$ cat src/sv/wsd_pkg.sv
// ----------------------------------------------------------------------------
// WebSocket deframer package
// Item types and header constants shared by the deframer and its channels.
// ----------------------------------------------------------------------------
package wsd_pkg;

	// Largest length that the seven-bit field carries directly
	localparam logic [6:0] LEN_DIRECT_MAX = 7'd125;
	// Seven-bit length codes that announce an extended length
	localparam logic [6:0] LEN_EXT16 = 7'd126;
	localparam logic [6:0] LEN_EXT64 = 7'd127;
	// Byte counts of the extended length fields and of the mask key
	localparam logic [3:0] EXT16_BYTES = 4'd2;
	localparam logic [3:0] EXT64_BYTES = 4'd8;
	localparam logic [3:0] KEY_BYTES   = 4'd4;

	typedef struct packed {
		logic [7:0] data_byte;
	} byte_item_t;

	typedef struct packed {
		logic [7:0]  payload_byte;
		logic [3:0]  opcode;
		logic        fin_flag;
		logic        was_masked;
		logic [63:0] frame_length;
		logic        empty_frame;
		logic        last_of_frame;
	} result_item_t;

endpackage

$ cat src/sv/wsd_byte_if.sv
// ----------------------------------------------------------------------------
// WebSocket deframer byte channel
// Valid/ready channel that carries one raw stream byte per item.
// ----------------------------------------------------------------------------
interface wsd_byte_if;
	logic                valid;
	logic                ready;
	wsd_pkg::byte_item_t payload;

	modport source (output valid, output payload, input ready);
	modport sink (input valid, input payload, output ready);
endinterface

$ cat src/sv/wsd_result_if.sv
// ----------------------------------------------------------------------------
// WebSocket deframer result channel
// Valid/ready channel that carries one unmasked payload item per transfer.
// ----------------------------------------------------------------------------
interface wsd_result_if;
	logic                  valid;
	logic                  ready;
	wsd_pkg::result_item_t payload;

	modport source (output valid, output payload, input ready);
	modport sink (input valid, input payload, output ready);
endinterface

$ cat src/sv/websocket_frame_deframer.sv
// ----------------------------------------------------------------------------
// WebSocket frame deframer
// A byte is taken into the input register, then moves on to the result register,
// which drives the result channel; the move waits while the result register
// holds an item that the result side has not taken.
// Throughput: one byte per cycle, sustained, while the result side keeps up.
// Header bytes give no item, except the last one of a zero-length frame.
// Reset (arst_n low) returns the parser to the first header byte, empty.
// ----------------------------------------------------------------------------
module websocket_frame_deframer (
	input  logic                 clk,
	input  logic                 arst_n,
	wsd_byte_if.sink             data,
	wsd_result_if.source         result
);

	// Parser phase: where in the frame the next byte belongs
	typedef enum logic [2:0] {
		PH_HDR0 = 3'd0,
		PH_HDR1 = 3'd1,
		PH_EXT  = 3'd2,
		PH_MASK = 3'd3,
		PH_DATA = 3'd4
	} phase_t;

	// Input register
	logic       valid_s1;
	logic [7:0] byte_s1;

	// Frame state
	phase_t      phase_q,     phase_n;
	logic [3:0]  opcode_q,    opcode_n;
	logic        fin_q,       fin_n;
	logic        masked_q,    masked_n;
	logic [3:0]  hdr_cnt_q,   hdr_cnt_n;    // header bytes still to come
	logic [63:0] length_q,    length_n;
	logic [31:0] key_q,       key_n;        // key byte k in bits 8k+7..8k
	logic [63:0] remain_q,    remain_n;     // payload bytes still to come
	logic [1:0]  key_idx_q,   key_idx_n;    // payload index modulo four

	// Result register
	logic                  out_valid_q;
	wsd_pkg::result_item_t out_q;

	// Single-pass step logic
	logic                  advance;
	logic                  emit;
	logic                  do_after_len;
	logic                  do_start;
	logic [6:0]            len7;
	logic [1:0]            key_slot;
	logic [7:0]            key_byte;
	logic                  data_last;
	wsd_pkg::result_item_t res;

	// Move the held byte on whenever the result register can take a result
	assign advance    = valid_s1 && (!out_valid_q || result.ready);
	assign data.ready = !valid_s1 || advance;

	assign result.valid   = out_valid_q;
	assign result.payload = out_q;

	assign len7      = byte_s1[6:0];
	assign key_slot  = 2'(wsd_pkg::KEY_BYTES - hdr_cnt_q);
	assign key_byte  = masked_q ? key_q[{key_idx_q, 3'b000} +: 8] : 8'd0;
	assign data_last = (remain_q == 64'd1);

	always_comb begin
		phase_n      = phase_q;
		opcode_n     = opcode_q;
		fin_n        = fin_q;
		masked_n     = masked_q;
		hdr_cnt_n    = hdr_cnt_q;
		length_n     = length_q;
		key_n        = key_q;
		remain_n     = remain_q;
		key_idx_n    = key_idx_q;
		emit         = 1'b0;
		do_after_len = 1'b0;
		do_start     = 1'b0;
		res.payload_byte  = 8'd0;
		res.empty_frame   = 1'b0;
		res.last_of_frame = 1'b0;

		case (phase_q)
			PH_HDR1: begin
				masked_n = byte_s1[7];
				if (len7 == wsd_pkg::LEN_EXT16 || len7 == wsd_pkg::LEN_EXT64) begin
					length_n  = 64'd0;
					hdr_cnt_n = (len7 == wsd_pkg::LEN_EXT16) ?
						wsd_pkg::EXT16_BYTES : wsd_pkg::EXT64_BYTES;
					phase_n   = PH_EXT;
				end else begin
					length_n     = {57'd0, len7};
					do_after_len = 1'b1;
				end
			end
			PH_EXT: begin
				// shift the big-endian length in a byte at a time
				length_n  = {length_q[55:0], byte_s1};
				hdr_cnt_n = hdr_cnt_q - 4'd1;
				do_after_len = (hdr_cnt_q == 4'd1);
			end
			PH_MASK: begin
				key_n[{key_slot, 3'b000} +: 8] = byte_s1;
				hdr_cnt_n = hdr_cnt_q - 4'd1;
				do_start  = (hdr_cnt_q == 4'd1);
			end
			PH_DATA: begin
				emit              = 1'b1;
				res.payload_byte  = byte_s1 ^ key_byte;
				res.last_of_frame = data_last;
				remain_n          = remain_q - 64'd1;
				key_idx_n         = key_idx_q + 2'd1;
				if (data_last) begin
					phase_n = PH_HDR0;
				end
			end
			default: begin
				opcode_n = byte_s1[3:0];
				fin_n    = byte_s1[7];
				phase_n  = PH_HDR1;
			end
		endcase

		// Length known: collect the mask key, or go straight to the payload
		if (do_after_len) begin
			if (masked_n) begin
				key_n     = 32'd0;
				hdr_cnt_n = wsd_pkg::KEY_BYTES;
				phase_n   = PH_MASK;
			end else begin
				do_start = 1'b1;
			end
		end

		// Header complete: a zero-length frame reports one empty item
		if (do_start) begin
			remain_n  = length_n;
			key_idx_n = 2'd0;
			if (length_n == 64'd0) begin
				emit              = 1'b1;
				res.payload_byte  = 8'd0;
				res.empty_frame   = 1'b1;
				res.last_of_frame = 1'b1;
				phase_n           = PH_HDR0;
			end else begin
				phase_n = PH_DATA;
			end
		end

		res.opcode       = opcode_n;
		res.fin_flag     = fin_n;
		res.was_masked   = masked_n;
		res.frame_length = length_n;
	end

	// Input register: hold the byte until the step logic takes it
	always_ff @(posedge clk or negedge arst_n) begin
		if (!arst_n) begin
			valid_s1 <= 1'b0;
		end else if (data.ready) begin
			valid_s1 <= data.valid;
		end
	end

	always_ff @(posedge clk) begin
		if (data.valid && data.ready) begin
			byte_s1 <= data.payload.data_byte;
		end
	end

	// Frame state and result register
	always_ff @(posedge clk or negedge arst_n) begin
		if (!arst_n) begin
			phase_q     <= PH_HDR0;
			opcode_q    <= 4'd0;
			fin_q       <= 1'b0;
			masked_q    <= 1'b0;
			hdr_cnt_q   <= 4'd0;
			length_q    <= 64'd0;
			key_q       <= 32'd0;
			remain_q    <= 64'd0;
			key_idx_q   <= 2'd0;
			out_valid_q <= 1'b0;
		end else begin
			if (advance) begin
				phase_q   <= phase_n;
				opcode_q  <= opcode_n;
				fin_q     <= fin_n;
				masked_q  <= masked_n;
				hdr_cnt_q <= hdr_cnt_n;
				length_q  <= length_n;
				key_q     <= key_n;
				remain_q  <= remain_n;
				key_idx_q <= key_idx_n;
			end
			// load a new result, or drop the one just taken
			if (advance && emit) begin
				out_valid_q <= 1'b1;
			end else if (result.ready) begin
				out_valid_q <= 1'b0;
			end
		end
	end

	always_ff @(posedge clk) begin
		if (advance && emit) begin
			out_q <= res;
		end
	end

`ifndef SYNTHESIS
	a_empty_is_last: assert property (@(posedge clk) disable iff (!arst_n)
		out_valid_q && out_q.empty_frame |-> out_q.last_of_frame && out_q.payload_byte == 8'd0)
		else $error("empty-frame item not marked last or carries data");

	a_mask_phase_masked: assert property (@(posedge clk) disable iff (!arst_n)
		phase_q == PH_MASK |-> masked_q && hdr_cnt_q != 4'd0 && hdr_cnt_q <= wsd_pkg::KEY_BYTES)
		else $error("mask key phase without mask flag or with bad byte count");

	a_ext_count: assert property (@(posedge clk) disable iff (!arst_n)
		phase_q == PH_EXT |-> hdr_cnt_q != 4'd0 && hdr_cnt_q <= wsd_pkg::EXT64_BYTES)
		else $error("extended length byte count out of range");

	a_last_restarts: assert property (@(posedge clk) disable iff (!arst_n)
		advance && phase_q == PH_DATA && data_last |=> phase_q == PH_HDR0 && out_valid_q
		&& out_q.last_of_frame)
		else $error("final payload byte did not restart the header parse");

	a_data_remaining: assert property (@(posedge clk) disable iff (!arst_n)
		phase_q == PH_DATA |-> remain_q != 64'd0)
		else $error("payload phase with nothing left to receive");
`endif

endmodule
$ cat src/flat_wrapper.sv
// flat-port wrapper written by rule: the top's interface ports become plain ports
module websocket_frame_deframer_flat 
  (clk, arst_n, data_valid, data_payload, data_ready, result_valid, result_payload, result_ready);
  wsd_byte_if data_i ();
  wsd_result_if result_i ();
  input  logic clk;
  input  logic arst_n;
  input wire logic [$bits(data_i.valid)-1:0] data_valid;
  input wire logic [$bits(data_i.payload)-1:0] data_payload;
  output wire logic [$bits(data_i.ready)-1:0] data_ready;
  output wire logic [$bits(result_i.valid)-1:0] result_valid;
  output wire logic [$bits(result_i.payload)-1:0] result_payload;
  input wire logic [$bits(result_i.ready)-1:0] result_ready;
  assign data_i.valid = data_valid;
  assign data_i.payload = data_payload;
  assign data_ready = data_i.ready;
  assign result_valid = result_i.valid;
  assign result_payload = result_i.payload;
  assign result_i.ready = result_ready;
  websocket_frame_deframer u_core (.clk(clk), .arst_n(arst_n), .data(data_i), .result(result_i));
endmodule
$ cat config.mk
export PLATFORM = sky130hd
export DESIGN_NAME = websocket_frame_deframer_flat
export DESIGN_NICKNAME = d
export VERILOG_FILES = /design/src/sv/wsd_pkg.sv /design/src/sv/wsd_byte_if.sv /design/src/sv/wsd_result_if.sv /design/src/sv/websocket_frame_deframer.sv /design/src/flat_wrapper.sv
export SDC_FILE = /design/constraint.sdc
export NUM_CORES = 1
export LEC_CHECK = 0
export BUFFER_PORTS_ARGS = -buffer_cell sky130_fd_sc_hd__buf_2
export CAP_MARGIN = 0
export CORE_ASPECT_RATIO = 1.75
export CORE_MARGIN = 2
export CORE_UTILIZATION = 40
export CTS_BUF_LIST = sky130_fd_sc_hd__clkbuf_16
export CTS_CLUSTER_SIZE = 14
export DETAILED_ROUTE_END_ITERATION = 7
export RECOVER_POWER = 50
export SYNTH_ARGS = -nofsm -noshare
export SYNTH_HDL_FRONTEND = slang
export SYNTH_SLANG_ARGS = --single-unit
$ cat constraint.sdc
create_clock -name clk -period 6.23 [get_ports clk]
set_input_delay 0.623 -clock clk [delete_from_list [all_inputs] [get_ports clk]]
set_output_delay 0.623 -clock clk [all_outputs]
set_load 0.05 [all_outputs]
# ---- Word level (Yosys, flattened, before mapping)
# Index checks and enable logic that the tools add are counted.
dict set report classes {
  add_sub_neg 5
  multipliers 0
  div 0
  n_lt_le_gt_ge 0
  eq_ne 8
  shift 3
  muxes 42
  n_bitwise 1
  reduce_logical 14
}
# operator count
set op_table {}
lappend op_table {{$mux 64} 2}
lappend op_table {{$pmux 64 s2} 1}
lappend op_table {{$mux 32} 3}
lappend op_table {{$eq 64x1->1 const B} 1}
lappend op_table {{$logic_not 64->1} 1}
lappend op_table {{$sub 64x1->64 const B} 1}
lappend op_table {{$bwmux 32} 1}
lappend op_table {{$mux 8} 4}
lappend op_table {{$shift 8x7->32 const A} 1}
lappend op_table {{$shiftx 32x6->8} 1}
lappend op_table {{$shiftx 8x7->32} 1}
lappend op_table {{$mux 4} 5}
lappend op_table {{$mux 3} 6}
lappend op_table {{$eq 7x7->1 const B} 2}
lappend op_table {{$mux 1} 13}
lappend op_table {{$pmux 3 s3} 1}
lappend op_table {{$pmux 4 s2} 1}
lappend op_table {{$xor 8x8->8} 1}
lappend op_table {{$mux 7} 1}
lappend op_table {{$neg 5->7} 1}
lappend op_table {{$eq 3x2->1 const B} 2}
lappend op_table {{$mux 2} 3}
lappend op_table {{$eq 4x1->1 const B} 1}
lappend op_table {{$reduce_bool 2->1} 2}
lappend op_table {{12 further kinds} 17}
dict set report word_totals {
  register_bits 265
  latchBits 0
  ramBits 0
  mem_bits_ro 0
  inputBits 12
  output_inout_bits 82
  word_cells 92
  mem_count 0
}

# ---- Logic depth before layout (Yosys ltp)
dict set report depth {
  ltp_word 9
  mapped_depth 11
  mapped_depth_nobuf 9
}

# ---- Worst setup path before layout
# No wires, ideal clock.
dict set report synth_timing {
  path_kind {flip-flop to flip-flop}
  from {reg u_core.phase_q[2]}
  to {reg u_core.out_q (netlist bit u_core.result.payload[0]), enable pin}
  setup_time_ps 437
  arrival_ps 4046
  t_required_ps 5793
  path_slack_ps 1747
  path_stages_with_launch 10
  n_path_buf 2
  period_less_slack_ps 4483
  cell_sequence {dfrtp_1 a21o_1 clkbuf_1 clkbuf_1 a221oi_1 nand4_1 nor4_1 nand3_1 nor4_2 a21o_1}
}
dict set report synth_between {
  elab_chain_len 6
  elab_cells_between_ends 15
  cone_classes {eq/ne (4); mux (9); reduce/logical (2)}
}
# element line_no
set synth_lines {}
lappend synth_lines {{start: declaration} websocket_frame_deframer.sv:31} ;# phase_t phase_q, phase_n;
lappend synth_lines {{start signal: assignment} websocket_frame_deframer.sv:188} ;# phase_q <= phase_n;
lappend synth_lines {{$eq 3x2->1 or $eq 3x1->1 (tied branches)} websocket_frame_deframer.sv:85} ;# case (phase_q)
lappend synth_lines {{$pmux 64 s2 or $mux 1 (tied branches)} websocket_frame_deframer.sv:85}
lappend synth_lines {{$logic_not 64->1 or $mux 1 (tied branches)} {websocket_frame_deframer.sv:141, websocket_frame_deframer.sv:128}}
lappend synth_lines {{$mux 1, on equally long branches} {websocket_frame_deframer.sv:141, websocket_frame_deframer.sv:127}}
lappend synth_lines {{$mux 1 (*)} websocket_frame_deframer.sv:138} ;# if (do_start) begin
lappend synth_lines {{$logic_and 1x1->1 (*)} websocket_frame_deframer.sv:208} ;# if (advance && emit) begin
lappend synth_lines {{end signal: assignment} websocket_frame_deframer.sv:209} ;# out_q <= res;
lappend synth_lines {{end: declaration} websocket_frame_deframer.sv:43} ;# wsd_pkg::result_item_t out_q;
# Every way passes the cells marked *; elsewhere a longest branch is shown, timed or not.
# A chain may end at the register's enable or synchronous reset.

# ---- Worst setup path after layout
dict set report layout_timing {
  from {reg u_core.phase_q[2]}
  to {reg u_core.out_q (netlist bit u_core.result.payload[28]), enable pin}
}
# Same word-level chain as after synthesis.

==> out/qor.yml <==
sta:
  slew_headroom_pct: -48.3
  whs_ns: 0.233
  slew_violations: 180
  max_freq_ghz: 0.186
  worst_slack_ns: 0.846
  min_period_ns: 5.38
  setup_viol: 0
  finalHoldViolCount: 0
  worst_slew_pin_slew_ns: 2.22
  rsz0062_at_grt: "false"
  skew_ns: 0.0309
  period_share_pct: 86.4
  setup_tns_ns: 0
status:
  status: "complete, but fails checks"
  violations: "capacitance limit, slew limit"
drt:
  dr.first_iter.drc_count: 1181
  vias: 11571
  antenna_left: 0
  via_per_inst: 6.15
  wl_um: 46800
  dr.pass1.iters: 7
  wl_per_cell_um: 24.9
  drcViolationCount: 0
setup_path:
  slowest_stage: "a21o_4"
  r2r-start: "u_core.phase_q[2]$_DFFE_PN0P_"
  worstPathRequired_ns: 6.41
  crit_type: "flip-flop to flip-flop"
  path_cells: "nor2b_1, clkbuf_1, a221oi_1, nand4_1, nor4_1, nand3_1, nor4_2, a21o_4"
  critPathTopFamily: "simple AND/OR/NAND/NOR gates"
  setup.worst_path.start: "u_core.phase_q[2]$_DFFE_PN0P_"
  cp.buffers_inverters: 1
  max_stage_delay_ns: 0.92
  cp-start-kind: "flip-flop"
  crit_fanout: 80
  cp_data_arrival_time_ns: 5.56
  end_kind: "flip-flop"
global_routing:
  grt.overflow.total: 0
  grtUsageTotal_pct: 26.6
  antenna_found_initial: 0
  grt_pass1_wl_um: 69900
  grt_pass1_vias: 11218
  grt_max_degree: 152
cells_and_area:
  utilization_pct: 45.4
  final_common_cell: "nand2_1"
  final_cell_area_sq_mm: 0.0150
  drive_above_1_share_pct: 7.59
  layout.nets: 1475
  antenna-diode-count: 0
  final_cell_mix: "nand2_1, dfrtp_1, o21ai_0"
  area_delta_synth_final_pct: 11.5
clock_network:
  cts_resized: 0
  cts-root-buf: "clkbuf_16"
  cts_tree: "yes"
  cts_max_level: 1
  clkTransAtPathRegs_ns: 0.07
  clkLatencyLatePin_ns: 0.57
  cts_setup_buffers: 0
  clk_path_buf_depth: 3
  numCtsBuffers: 26
  cts_sinks: 265
power_and_ir_drop:
  p_leak_nw: 6.06
  p_per_area_mw_per_mm2: 458
  vdd_drop_max_uv: 306
yosys:
  ys_types: 73
  netlist_area_sq_mm: 0.0135
  syn_area_per_cell_sq_um: 9.57
  syn_nets: 1426
  ys_seq_elements: 265
  synth_edf_count: 88
  synth_area_leaders: "dfrtp_1, edfxtp_1, nand2_1"
  synth_flop_cell: "dfrtp_1"
  synth_top_area_share_pct: 32.9
  yosys.area.top_type: "dfrtp_1"
  synth_warnings: 0
  async_flop_share_pct: 66.8
  netlist_instances: 1407
  ys_seq_area_share_pct: 52.5
floorplanning:
  rows: 88
  die_h_um: 247
  die_x_um: 143
  die_area_sq_mm: 0.0352
  io_pins: 94
  core_area_sq_mm: 0.0330
  start_util_pct: 40.8
placed_design:
  portBuffers: 93
  dpl.hpwl_um: 33000
  place_area_sq_mm: 0.0143
  place_ws_ns: 1.42
  globalplace.congestion: 0.953
worst_hold_path:
  hold_start: "data_payload[1]"
  holdCritPathClass: "input port to flip-flop"
flow_run:
  cap_violations: 2
## layer usage
metal  share of wire [%]  up-vias  global-route usage, %
met5                   0        -                      0
met4                 9.9        0                   22.3
met3                 5.4      196                   3.64
met2                  51      490                   46.1
met1                  34     5648                   28.4
li1                    -     5237                      -
## kinds of logic after synthesis
logic type,after synthesis,share of synthesized area [%]
adders and majority gates,7,0.650
xor gates and xnor gates,13,0.845
buffers and inverters,161,4.68
and+or+nand+nor,594,22.6
AOI/OAI and AO/OA,351,16.7
DFF,265,52.5
muxes,16,2.00
## state kept, by name (all words and copies together), names as in the netlist
signal	count
u_core.byte_s1	8
u_core.fin_q	1
u_core.hdr_cnt_q	4
u_core.key_idx_q	2
u_core.key_q	32
u_core.length_q	64
u_core.masked_q	1
u_core.opcode_q	4
u_core.phase_q	3
u_core.remain_q	64
u_core.result.payload	80
u_core.result.valid	1
u_core.valid_s1	1
## where the power goes
part	leakage, nW	switching (W)	internal (W)
clock	0.429	0.000712	0.000886
combinational	2.46	0.00186	0.000762
sequential	3.17	0.000446	0.00221
total	6.06	0.00301	0.00385
## path summary, 6_finish.rpt
kind	endpoint	slack [ns]	depth (start not counted)
worst max-delay path	u_core.result.payload[28]$_DFFE_PP_	0.85	8
worst min-delay path	u_core.byte_s1[1]$_DFFE_PP_	0.23	1
worst min register to register	u_core.opcode_q[3]$_DFFE_PN0P_	0.47	2
max in group asynchronous	u_core.phase_q[1]$_DFFE_PN0P_	1.97	3
worst max register to register	u_core.result.payload[28]$_DFFE_PP_	0.85	8
min in group asynchronous	u_core.remain_q[2]$_DFFE_PN0P_	1.03	2
## through the flow
| step | total power (W) | cells |
|---|---|---|
| 3_5_place_dp | 0.00527 | 1832 |
| 6_report | 0.00687 | 1880 |
| 2_1_floorplan | 0.00437 | 1407 |
| 3_3_place_gp | 0.00524 | 1832 |
| 4_1_cts | 0.00688 | 1880 |
| 5_1_grt | 0.00721 | 1880 |
## Yosys cell counts, drive strengths merged (5+ instances only)
cell	count
o22ai	9
and3	11
or2	5
a31oi	11
a22oi	26
mux2	7
mux4	8
ha	7
clkbuf	73
edfxtp	88
nor4bb	13
nor3	35
nand3	50
and2	9
nand4	25
a22o	13
buf	27
nor2b	31
xor2	9
a211oi	10
nor2	96
a21oi	77
or4	10
dfrtp	177
nor3b	34
nand2	218
nor4	26
o21ai	113
or3	10
inv	61
a221oi	39
o22a	10
o211ai	5
## worst register-to-register path, delay by kind of cell, from the launching register on
| family | cells | cell delay (ns) |
|---|---|---|
| simple gates | 5 | 2.03 |
| compound gates | 2 | 1.61 |
| flops | 1 | 0.79 |
| buf+inv | 1 | 0.49 |
## cell type report
type / count / area [sq um]
fill: 3215 / 18000
sequential: 265 / 7070
multi-input combinational: 981 / 5810
clock buffer: 26 / 651
timing repair buffer: 121 / 556
tap: 405 / 507
inverter: 61 / 229
clock inverter: 21 / 188
## timing repair
action,in CTS,in global routing
hold endpoints to repair,26,0
endpoints found under the setup margin,0,0
hold buffers,1,0
No activity file was read; power rests on OpenSTA's default activity.
